`src/rtl/core/assert_macros.svh`:
```
// ----------------------------------------------------------------------------
// Assertion macros
// Shared concurrent assertion helpers, clocked on clk_i, reset by rst_ni.
// ----------------------------------------------------------------------------
`ifndef ASSERT_MACROS_SVH
`define ASSERT_MACROS_SVH
`ifndef ASSERT_OFF
`define ASSERT_CHK(lbl, prop, msg) \
  lbl: assert property (@(posedge clk_i) disable iff (!rst_ni) (prop)) else $error(msg);
`define ASSERT_NEXT(lbl, ante, cons, msg) \
  lbl: assert property (@(posedge clk_i) disable iff (!rst_ni) \
    (ante) |=> (cons)) else $error(msg);
`else
`define ASSERT_CHK(lbl, prop, msg)
`define ASSERT_NEXT(lbl, ante, cons, msg)
`endif
`endif

```
`src/rtl/core/lmsd_pkg.sv`:
```
// ----------------------------------------------------------------------------
// LED matrix scan dimmer package
// Beat types, register codes, reset values and pattern tables.
// ----------------------------------------------------------------------------
package lmsd_pkg;

  localparam logic [2:0] LEVEL_MAX = 3'd4;
  localparam logic [2:0] LEVEL_CAP = 3'd4;

  localparam logic [7:0] PWM_PERIOD_RST   = 8'd80;
  localparam logic [9:0] FIRST_DELAY_RST  = 10'd25;
  localparam logic [9:0] REPEAT_DELAY_RST = 10'd500;
  localparam logic [9:0] SHOW_TIME_RST    = 10'd500;
  localparam logic [7:0] ROW_RST          = 8'hFF;
  localparam logic [2:0] LEVEL_RST        = 3'd2;
  localparam logic [6:0] COMPARE_RST      = 7'd35;

  localparam logic [7:0] BAR_ON  = 8'hF8;
  localparam logic [7:0] BAR_OFF = 8'h7F;
  localparam logic [7:0] BLANK   = 8'hFF;

  typedef enum logic [1:0] {
    CFG_PWM_PERIOD   = 2'd0,
    CFG_FIRST_DELAY  = 2'd1,
    CFG_REPEAT_DELAY = 2'd2,
    CFG_SHOW_TIME    = 2'd3
  } cfg_idx_e;

  typedef struct packed {
    logic down_pressed;
    logic up_pressed;
  } in_item_t;

  typedef struct packed {
    logic [7:0] column_drive;
    logic [7:0] row_data;
    logic [2:0] level_now;
    logic       bar_shown;
  } out_item_t;

  typedef struct packed {
    logic [7:0] pwm_period;
    logic [9:0] first_delay;
    logic [9:0] repeat_delay;
    logic [9:0] show_time;
  } cfg_t;

  function automatic logic [7:0] logo_row(input logic [2:0] col);
    logic [7:0] row;
    case (col)
      3'd0:    row = 8'hF8;
      3'd1:    row = 8'hF7;
      3'd2:    row = 8'hF6;
      3'd3:    row = 8'hF5;
      3'd4:    row = 8'hF4;
      3'd5:    row = 8'hF3;
      3'd6:    row = 8'hF2;
      default: row = 8'hF1;
    endcase
    return row;
  endfunction

  function automatic logic [6:0] level_compare(input logic [2:0] lvl);
    logic [6:0] cmp;
    case (lvl)
      3'd0:    cmp = 7'd10;
      3'd1:    cmp = 7'd20;
      3'd2:    cmp = 7'd35;
      3'd3:    cmp = 7'd52;
      default: cmp = 7'd72;
    endcase
    return cmp;
  endfunction

endpackage

```
`src/rtl/core/lmsd_cfg_regs.sv`:
```
// ----------------------------------------------------------------------------
// LED matrix scan dimmer configuration registers
// Holds period, hold delays and bar display time written over the config port.
// ----------------------------------------------------------------------------
module lmsd_cfg_regs (
  input  logic             clk_i,
  input  logic             rst_ni,
  input  logic             cfg_valid_i,
  output logic             cfg_ready_o,
  input  logic [1:0]       cfg_index_i,
  input  logic [9:0]       cfg_data_i,
  output lmsd_pkg::cfg_t   cfg_o
);

  lmsd_pkg::cfg_t cfg_q;
  lmsd_pkg::cfg_t cfg_d;

  assign cfg_ready_o = 1'b1;
  assign cfg_o       = cfg_q;

  always_comb begin
    cfg_d = cfg_q;
    if (cfg_valid_i) begin
      case (lmsd_pkg::cfg_idx_e'(cfg_index_i))
        lmsd_pkg::CFG_PWM_PERIOD:   cfg_d.pwm_period   = cfg_data_i[7:0];
        lmsd_pkg::CFG_FIRST_DELAY:  cfg_d.first_delay  = cfg_data_i;
        lmsd_pkg::CFG_REPEAT_DELAY: cfg_d.repeat_delay = cfg_data_i;
        lmsd_pkg::CFG_SHOW_TIME:    cfg_d.show_time    = cfg_data_i;
        default:                    cfg_d              = cfg_q;
      endcase
    end
  end

  always_ff @(posedge clk_i or negedge rst_ni) begin
    if (!rst_ni) begin
      cfg_q.pwm_period   <= lmsd_pkg::PWM_PERIOD_RST;
      cfg_q.first_delay  <= lmsd_pkg::FIRST_DELAY_RST;
      cfg_q.repeat_delay <= lmsd_pkg::REPEAT_DELAY_RST;
      cfg_q.show_time    <= lmsd_pkg::SHOW_TIME_RST;
    end else begin
      cfg_q <= cfg_d;
    end
  end

endmodule

```
`src/rtl/core/lmsd_scan_core.sv`:
```
// ----------------------------------------------------------------------------
// LED matrix scan dimmer state update
// Tick counter, column scan, PWM blanking and button level control.
// ----------------------------------------------------------------------------
`include "assert_macros.svh"

module lmsd_scan_core #(
  parameter int unsigned NUM_COLUMNS = 8
) (
  input  logic                 clk_i,
  input  logic                 rst_ni,
  input  lmsd_pkg::cfg_t       cfg_i,
  input  logic                 step_i,
  input  lmsd_pkg::in_item_t   item_i,
  output lmsd_pkg::out_item_t  result_o
);

  localparam int unsigned COL_W = (NUM_COLUMNS > 1) ? $clog2(NUM_COLUMNS) : 1;
  localparam logic [COL_W-1:0] LAST_COL = COL_W'(NUM_COLUMNS - 1);

  logic [7:0]       tick_q, tick_d;
  logic [COL_W-1:0] col_q, col_d;
  logic             lit_q, lit_d;
  logic [7:0]       row_q, row_d;
  logic [2:0]       level_q, level_d;
  logic [6:0]       cmp_q, cmp_d;
  logic             pend_q, pend_d;
  logic [9:0]       hold_q, hold_d;
  logic [9:0]       show_q, show_d;
  logic             bar_q, bar_d;

  logic [2:0]       col_idx;
  logic [2:0]       capped;
  logic [7:0]       pattern;
  logic             wrap;
  logic             any_btn;
  logic [COL_W-1:0] lit_col;

  always_comb begin
    col_idx = 3'(col_q);
    capped  = (level_q > lmsd_pkg::LEVEL_CAP) ? lmsd_pkg::LEVEL_CAP : level_q;
    if (!bar_q) begin
      pattern = lmsd_pkg::logo_row(col_idx);
    end else if (col_idx < 3'd2 || col_idx > 3'd5) begin
      pattern = lmsd_pkg::BLANK;
    end else if (({1'b0, col_idx} + {1'b0, capped}) >= 4'd6) begin
      pattern = lmsd_pkg::BAR_ON;
    end else begin
      pattern = lmsd_pkg::BAR_OFF;
    end

    wrap    = tick_q >= cfg_i.pwm_period;
    any_btn = item_i.down_pressed | item_i.up_pressed;

    tick_d  = tick_q;
    col_d   = col_q;
    lit_d   = lit_q;
    row_d   = row_q;
    level_d = level_q;
    cmp_d   = cmp_q;
    pend_d  = pend_q;
    hold_d  = hold_q;
    show_d  = show_q;
    bar_d   = bar_q;

    if (wrap) begin
      tick_d = 8'd0;
      row_d  = pattern;
      lit_d  = 1'b1;
      col_d  = (col_q >= LAST_COL) ? '0 : col_q + 1'b1;
      if (pend_q) begin
        cmp_d  = lmsd_pkg::level_compare(capped);
        pend_d = 1'b0;
      end
      if (any_btn) begin
        if (hold_q <= 10'd1) begin
          if (item_i.down_pressed) begin
            if (level_q != 3'd0) begin
              level_d = level_q - 3'd1;
            end
          end else if (level_q < lmsd_pkg::LEVEL_MAX) begin
            level_d = level_q + 3'd1;
          end
          hold_d = cfg_i.repeat_delay;
          bar_d  = 1'b1;
          show_d = cfg_i.show_time;
          pend_d = 1'b1;
        end else begin
          hold_d = hold_q - 10'd1;
        end
      end else begin
        hold_d = cfg_i.first_delay;
        if (bar_q) begin
          if (show_q <= 10'd1) begin
            bar_d  = 1'b0;
            show_d = cfg_i.show_time;
          end else begin
            show_d = show_q - 10'd1;
          end
        end
      end
    end else begin
      tick_d = tick_q + 8'd1;
      if (tick_d == {1'b0, cmp_q}) begin
        lit_d = 1'b0;
      end
    end

    lit_col = (col_d == '0) ? LAST_COL : col_d - 1'b1;
    result_o.column_drive = lit_d ? ~(8'd1 << 3'(lit_col)) : lmsd_pkg::BLANK;
    result_o.row_data     = row_d;
    result_o.level_now    = level_d;
    result_o.bar_shown    = bar_d;
  end

  always_ff @(posedge clk_i or negedge rst_ni) begin
    if (!rst_ni) begin
      tick_q  <= 8'd0;
      col_q   <= '0;
      lit_q   <= 1'b0;
      row_q   <= lmsd_pkg::ROW_RST;
      level_q <= lmsd_pkg::LEVEL_RST;
      cmp_q   <= lmsd_pkg::COMPARE_RST;
      pend_q  <= 1'b0;
      hold_q  <= lmsd_pkg::FIRST_DELAY_RST;
      show_q  <= lmsd_pkg::SHOW_TIME_RST;
      bar_q   <= 1'b0;
    end else if (step_i) begin
      tick_q  <= tick_d;
      col_q   <= col_d;
      lit_q   <= lit_d;
      row_q   <= row_d;
      level_q <= level_d;
      cmp_q   <= cmp_d;
      pend_q  <= pend_d;
      hold_q  <= hold_d;
      show_q  <= show_d;
      bar_q   <= bar_d;
    end
  end

  `ASSERT_CHK(a_one_column_low, !step_i || $onehot0(~result_o.column_drive), "two columns low")
  `ASSERT_CHK(a_level_range, level_q <= lmsd_pkg::LEVEL_MAX, "level out of range")
  `ASSERT_NEXT(a_level_shows_bar, step_i && (level_d != level_q), bar_q, "level moved, no bar")

endmodule

```
`src/rtl/core/led_matrix_scan_dimmer_top.sv`:
```
// ----------------------------------------------------------------------------
// LED matrix scan dimmer
// Multiplexed column scan with PWM dimming and two-button level control.
// ----------------------------------------------------------------------------
// Each input beat is one timer tick carrying the two button levels; each tick
// yields exactly one output beat with column drive, row byte, level and bar
// flag. One beat is accepted per clock unless the pipeline stalls: the state
// update is combinational logic between the input register and the result
// register, which takes each tick's result; the pipeline stalls only when the
// result register is full and not taken. Configuration writes are taken in
// any cycle and must be made while no tick is in flight.
module led_matrix_scan_dimmer_top #(
  parameter int unsigned NUM_COLUMNS = 8
) (
  input  logic                 clk_i,
  input  logic                 rst_ni,
  input  logic                 in_valid_i,
  output logic                 in_ready_o,
  input  lmsd_pkg::in_item_t   in_data_i,
  output logic                 out_valid_o,
  input  logic                 out_ready_i,
  output lmsd_pkg::out_item_t  out_data_o,
  input  logic                 cfg_valid_i,
  output logic                 cfg_ready_o,
  input  logic [1:0]           cfg_index_i,
  input  logic [9:0]           cfg_data_i
);

  lmsd_pkg::cfg_t      cfg;
  lmsd_pkg::out_item_t result;
  lmsd_pkg::in_item_t  in_q, in_d;
  lmsd_pkg::out_item_t out_q, out_d;
  logic                in_vld_q, in_vld_d;
  logic                out_vld_q, out_vld_d;
  logic                advance;

  lmsd_cfg_regs u_cfg (
    .clk_i       (clk_i),
    .rst_ni      (rst_ni),
    .cfg_valid_i (cfg_valid_i),
    .cfg_ready_o (cfg_ready_o),
    .cfg_index_i (cfg_index_i),
    .cfg_data_i  (cfg_data_i),
    .cfg_o       (cfg)
  );

  lmsd_scan_core #(
    .NUM_COLUMNS (NUM_COLUMNS)
  ) u_core (
    .clk_i    (clk_i),
    .rst_ni   (rst_ni),
    .cfg_i    (cfg),
    .step_i   (advance),
    .item_i   (in_q),
    .result_o (result)
  );

  always_comb begin
    advance    = in_vld_q && (!out_vld_q || out_ready_i);
    in_ready_o = !in_vld_q || advance;
    if (in_valid_i && in_ready_o) begin
      in_vld_d = 1'b1;
    end else if (advance) begin
      in_vld_d = 1'b0;
    end else begin
      in_vld_d = in_vld_q;
    end
    if (advance) begin
      out_vld_d = 1'b1;
    end else if (out_ready_i) begin
      out_vld_d = 1'b0;
    end else begin
      out_vld_d = out_vld_q;
    end
    in_d  = (in_valid_i && in_ready_o) ? in_data_i : in_q;
    out_d = advance ? result : out_q;
  end

  always_ff @(posedge clk_i or negedge rst_ni) begin
    if (!rst_ni) begin
      in_vld_q  <= 1'b0;
      out_vld_q <= 1'b0;
    end else begin
      in_vld_q  <= in_vld_d;
      out_vld_q <= out_vld_d;
    end
  end

  always_ff @(posedge clk_i) begin
    in_q  <= in_d;
    out_q <= out_d;
  end

  assign out_valid_o = out_vld_q;
  assign out_data_o  = out_q;

endmodule

```
`config.mk`:
```
export PLATFORM = sky130hd
export DESIGN_NAME = led_matrix_scan_dimmer_top
export DESIGN_NICKNAME = d
export VERILOG_FILES = /design/src/rtl/core/lmsd_pkg.sv /design/src/rtl/core/lmsd_cfg_regs.sv /design/src/rtl/core/lmsd_scan_core.sv /design/src/rtl/core/led_matrix_scan_dimmer_top.sv
export VERILOG_INCLUDE_DIRS = /design/src /design/src/rtl/core
export SDC_FILE = /design/constraint.sdc
export NUM_CORES = 1
export LEC_CHECK = 0
export BUFFER_PORTS_ARGS = -buffer_cell sky130_fd_sc_hd__buf_2
export CAP_MARGIN = 20
export CELL_PAD_IN_SITES_DETAIL_PLACEMENT = 1
export CELL_PAD_IN_SITES_GLOBAL_PLACEMENT = 1
export CORE_MARGIN = 4
export CORE_UTILIZATION = 35
export DETAILED_ROUTE_END_ITERATION = 16
export GPL_TIMING_DRIVEN = 0
export MAX_ROUTING_LAYER = met4
export PLACE_DENSITY_LB_ADDON = 0.1
export SYNTH_ARGS = -nofsm -noshare
export SYNTH_HDL_FRONTEND = slang
export SYNTH_SLANG_ARGS = --single-unit
```
`constraint.sdc`:
```
create_clock -name clk_i -period 8.7 [get_ports clk_i]
set_input_delay 0.435 -clock clk_i [delete_from_list [all_inputs] [get_ports clk_i]]
set_output_delay 0.435 -clock clk_i [all_outputs]
set_load 0.02 [all_outputs]
```
==> summary.md <==
| Metric | Value |
|---|---|
| CP cell instances | ha_1 > a211oi_1 > o21ai_1 > a21oi_2 > clkbuf_1 > a21oi_1 > ha_1 > a211oi_2 > a31o_2 > or3b_1 |
| Reg2reg path depth | 10 |
| Worst setup endpoint | out_data_o[16] |
| Antenna viol nets, final | 0 |
| Crit share post-route | 43.2% |
| Overall Power | roughly 2.3 mW |
| Share of layout cells above drive strength 1 | 24.8% |
| Crit-path max cell delay | 0.57 ns |
| Vias in the first global route | 4991 |
| Final Max Slew Viols | 0 |
| Simple-gate share of the synthesized area | 15.3% |
| Die width | 139 um |
| Worst Setup End Kind | register |
| Core Box Area | roughly 17000 um2 |
| Area growth from synthesis to layout | 18.2% |
| Ys flop type | dfrtp_1 |
| Most common cell type on the critical path | ha_1 |
| Clock Sinks | 113 |
| Clock power share | 30.2% |
| Switching share of total power | a little over a third |
| GRT Overall Usage | ~18% |
| Net switching power | 0.802 mW |
| CTS tree | yes |
| Synth warn | 0 |
| R2R setup slack | 4.94 ns |
| Port Buffers | 40 |
| Vias per cell | roughly 5.3 |
| Clock Path Buffers | 2 |
| CP Max Fanout | 10 |
| Clk slew on worst S/H paths | 0.05 ns |
| Crit-path slowest cell | clkbuf_1 |
| First DRT Iteration DRCs | 247 |
| Max-Cap Viols | 0 |
| Crit Path Class | register to register |
| Reg2Reg Capture Point | out_data_o[16] |
| Clock Skews | approximately 0.0074 ns |
| Worst hold margin | -0.0101 ns |
| Async SR Flop Fraction | between 80 and 90% |
| Syn Inst Count | 581 |
| Flop pwr share | 37.0% |
| Sum Neg Setup Slack | 0 ns |
| Vert. Die Dim | 139 um |
| Starting Density | 35.8% |
| Worst Path Buf+Inv | 1 |
| Delay-heaviest family, CP | compound AO/OA/AOI/OAI gates |
| Worst hold path class | input pin to asynchronous set/reset pin |
| Cts hold-fix bufs | 0 |
| XOR/XNOR Fraction of Synth Area | 1.47% |
| Hpwl dp | 11.2 mm |
| Max_slew headroom | 49.9% |
| Static leakage | 2.95 nW |
| # setup viols final | 0 |
| Max frequency | 0.266 GHz |
| Largest family of logic cells by synthesized area | compound AO/OA/AOI/OAI gates |
| Post-Route WL | 15.8 mm |
| Sequential element share of the synthesized area | 50.1% |
| WL per Instance | around 18 um |
| Die area | around 19000 um2 |
| Synthesized Nets | 630 |
| Layout net count | 690 |
| Status | complete, but fails checks |
| Number of synthesized register bits | 113 |
| Distinct cells, synth | 66 |
| Power Dens Cells | 323 nW/um2 |
| Synth Area in Adders | 6.42% |
| WP data required | 8.87 ns |
| Post-synth top area cell | dfrtp_1 |
| Synth area leaders | dfrtp_1, dfstp_2, edfxtp_1 |
| Post-CTS Setup Bufs | 0 |
| FP Rows | 47 |
| Gate power share | 32.8% |
| Post-synth top area share | between 20% and 30% |
| Min Clock Period, post-route | 3.76 ns |
| Critical path arrival | between 3 and 4 ns |
| # H-tree levels | 4 |
| Slew @ Worst Pin | 0.744 ns |
| Total CTS buffers | 17 |
| Clock root cell | clkbuf_16 |
| Synth Area in Compound Gates | 15.7% |
| Diode count | 0 |
| Routability Congestion | 0.790 |
| Failing checks | hold timing |
| Initial antenna violation count | 0 |
| Post-synthesis mux area share | 7.91% |
| Drt pass-1 iters | 4 |
| Routed vias | 4623 |
| VDD IR-drop max | 159 uV |
| Mean post-synth cell area | 10.3 um2 |
| EDFF count, synth | 22 |
| First-pass GRT wire length | 26.6 mm |
| RSZ-0062 raised after global routing | false |
| P_int | 1.48 mW |
| Reg2reg start | u_core.tick_q[3] |
| Number of I/O pins | 42 |
| Drt drc | 0 |
| WP depth | 10 |
| Startpoint types | register |
| CP Launch Point | u_core.tick_q[3] |
| Mapped Area | between 5000 and 6000 um2 |
| Overflow after GRT | 0 |
| Pin count of the biggest net entering global routing | 55 |
| Clk_lat worst skew | 0.42 ns |
| CTS resizes | 0 |
| Final Hold Viols | 11 |
## synth_stat cells (4+ instances only)
library cell / instances
nand2_1: 62
dfrtp_1: 53
o21ai_0: 52
nor2_1: 46
dfstp_2: 38
a21oi_1: 37
mux2_2: 34
ha_1: 29
inv_1: 25
edfxtp_1: 22
clkbuf_1: 16
nand3_1: 14
nand2b_1: 12
nor3_1: 12
a31oi_1: 7
xor2_1: 7
a211oi_1: 6
and3_1: 6
mux2i_1: 6
and2_1: 5
nor4_1: 5
a21o_1: 4
nand3b_1: 4
nand4_1: 4
o22ai_1: 4
o2bb2ai_1: 4
or3_1: 4
## power groups by stage
stage / combinational [mW] / sequential, mW / clock (mW)
floorplan: 0.538 / 0.836 / 0
detailed placement: 0.746 / 0.848 / 0
global route: 0.852 / 0.865 / 0.728
finish: 0.747 / 0.843 / 0.688
CTS: 0.756 / 0.843 / 0.705
global placement: 0.721 / 0.842 / 0
## cell type report
cell class                 instances  area [um2]
tap                              220         275
clock inverter                     6        80.1
timing repair buffer              41         230
fill                            1898        9590
inverter                          25        93.8
buffer                            21        95.1
multi-input combinational        422        2790
sequential                       113        2990
clock buffer                      26         499
## through the flow
stage / utilization, % / hold WS, ns / setup slack [ns] / std cells / instance area (um2)
after global routing: 42.4 / 0.0334 / 4.59 / 874 / 7050
final: 42.4 / -0.0101 / 4.94 / 874 / 7050
after detailed placement: 38.9 / 0.450 / 4.96 / 842 / 6470
after floorplan: - / 0.139 / 5.71 / 581 / 5960
after CTS: 42.4 / 0.00443 / 4.92 / 874 / 7050
after global placement: 38.7 / 0.447 / 4.98 / 841 / 6440
## sequential cells by signal (all words and copies together), names as in the netlist
signal / count
u_core.level_q: 3
u_core.tick_q: 8
u_core.bar_q: 1
u_core.show_q: 10
u_core.col_idx: 3
in_vld_q: 1
u_core.row_q: 8
out_data_o: 20
out_valid_o: 1
u_core.lit_q: 1
in_q: 2
u_core.cmp_q: 6
u_core.pend_q: 1
u_cfg.cfg_o: 38
u_core.hold_q: 10
## worst min-delay path by stage
stage,startpoint,to,slack [ns],cells past startpoint
floorplan,rst_ni,in_vld_q,0.14,0
global placement,u_core.row_q[1],u_core.row_q[1],0.45,2
detailed placement,rst_ni,u_cfg.cfg_o[3],0.45,1
CTS,rst_ni,u_cfg.cfg_o[3],0.004,1
global route,rst_ni,u_cfg.cfg_o[3],0.03,1
finish,rst_ni,u_cfg.cfg_o[1],-0.01,1
## cell usage in the layout (no fill, tap or decap), drive strengths merged, types with 4 or more instances in the layout
master	synthesis	layout
a211oi	7	7
and2	5	5
mux2i	7	7
edfxtp	22	22
xor2	7	7
a21oi	38	38
nor2	46	46
mux2	35	35
nand4	4	4
dfstp	38	38
nand3b	4	4
nor3	14	14
nand3	15	15
ha	29	29
clkinv	0	4
o22ai	4	4
nand2	62	62
dfrtp	53	53
o21ai	55	55
inv	25	25
or3	4	4
nor4	5	5
o2bb2ai	4	4
a31oi	7	7
a21o	5	5
clkbuf	16	42
nand2b	12	12
buf	5	46
and3	6	6
## routing by layer
metal	up-vias	global-route usage [%]	part of all wire (%)
met5	-	-	0
met4	0	6.45	2.0
met3	23	3.34	3.0
met2	64	27.6	47
met1	2319	23.2	48
li1	2217	-	-
## cell families after synthesis
group / Yosys count
AO/OA/AOI/OAI: 150
other: 1
XOR/XNOR: 10
adder cells (fa/ha/maj): 30
flip-flops: 113
multiplexers: 42
AND/OR/NAND/NOR: 189
buffers and inverters: 46
Note: power is estimated with default switching activity, not from simulation.
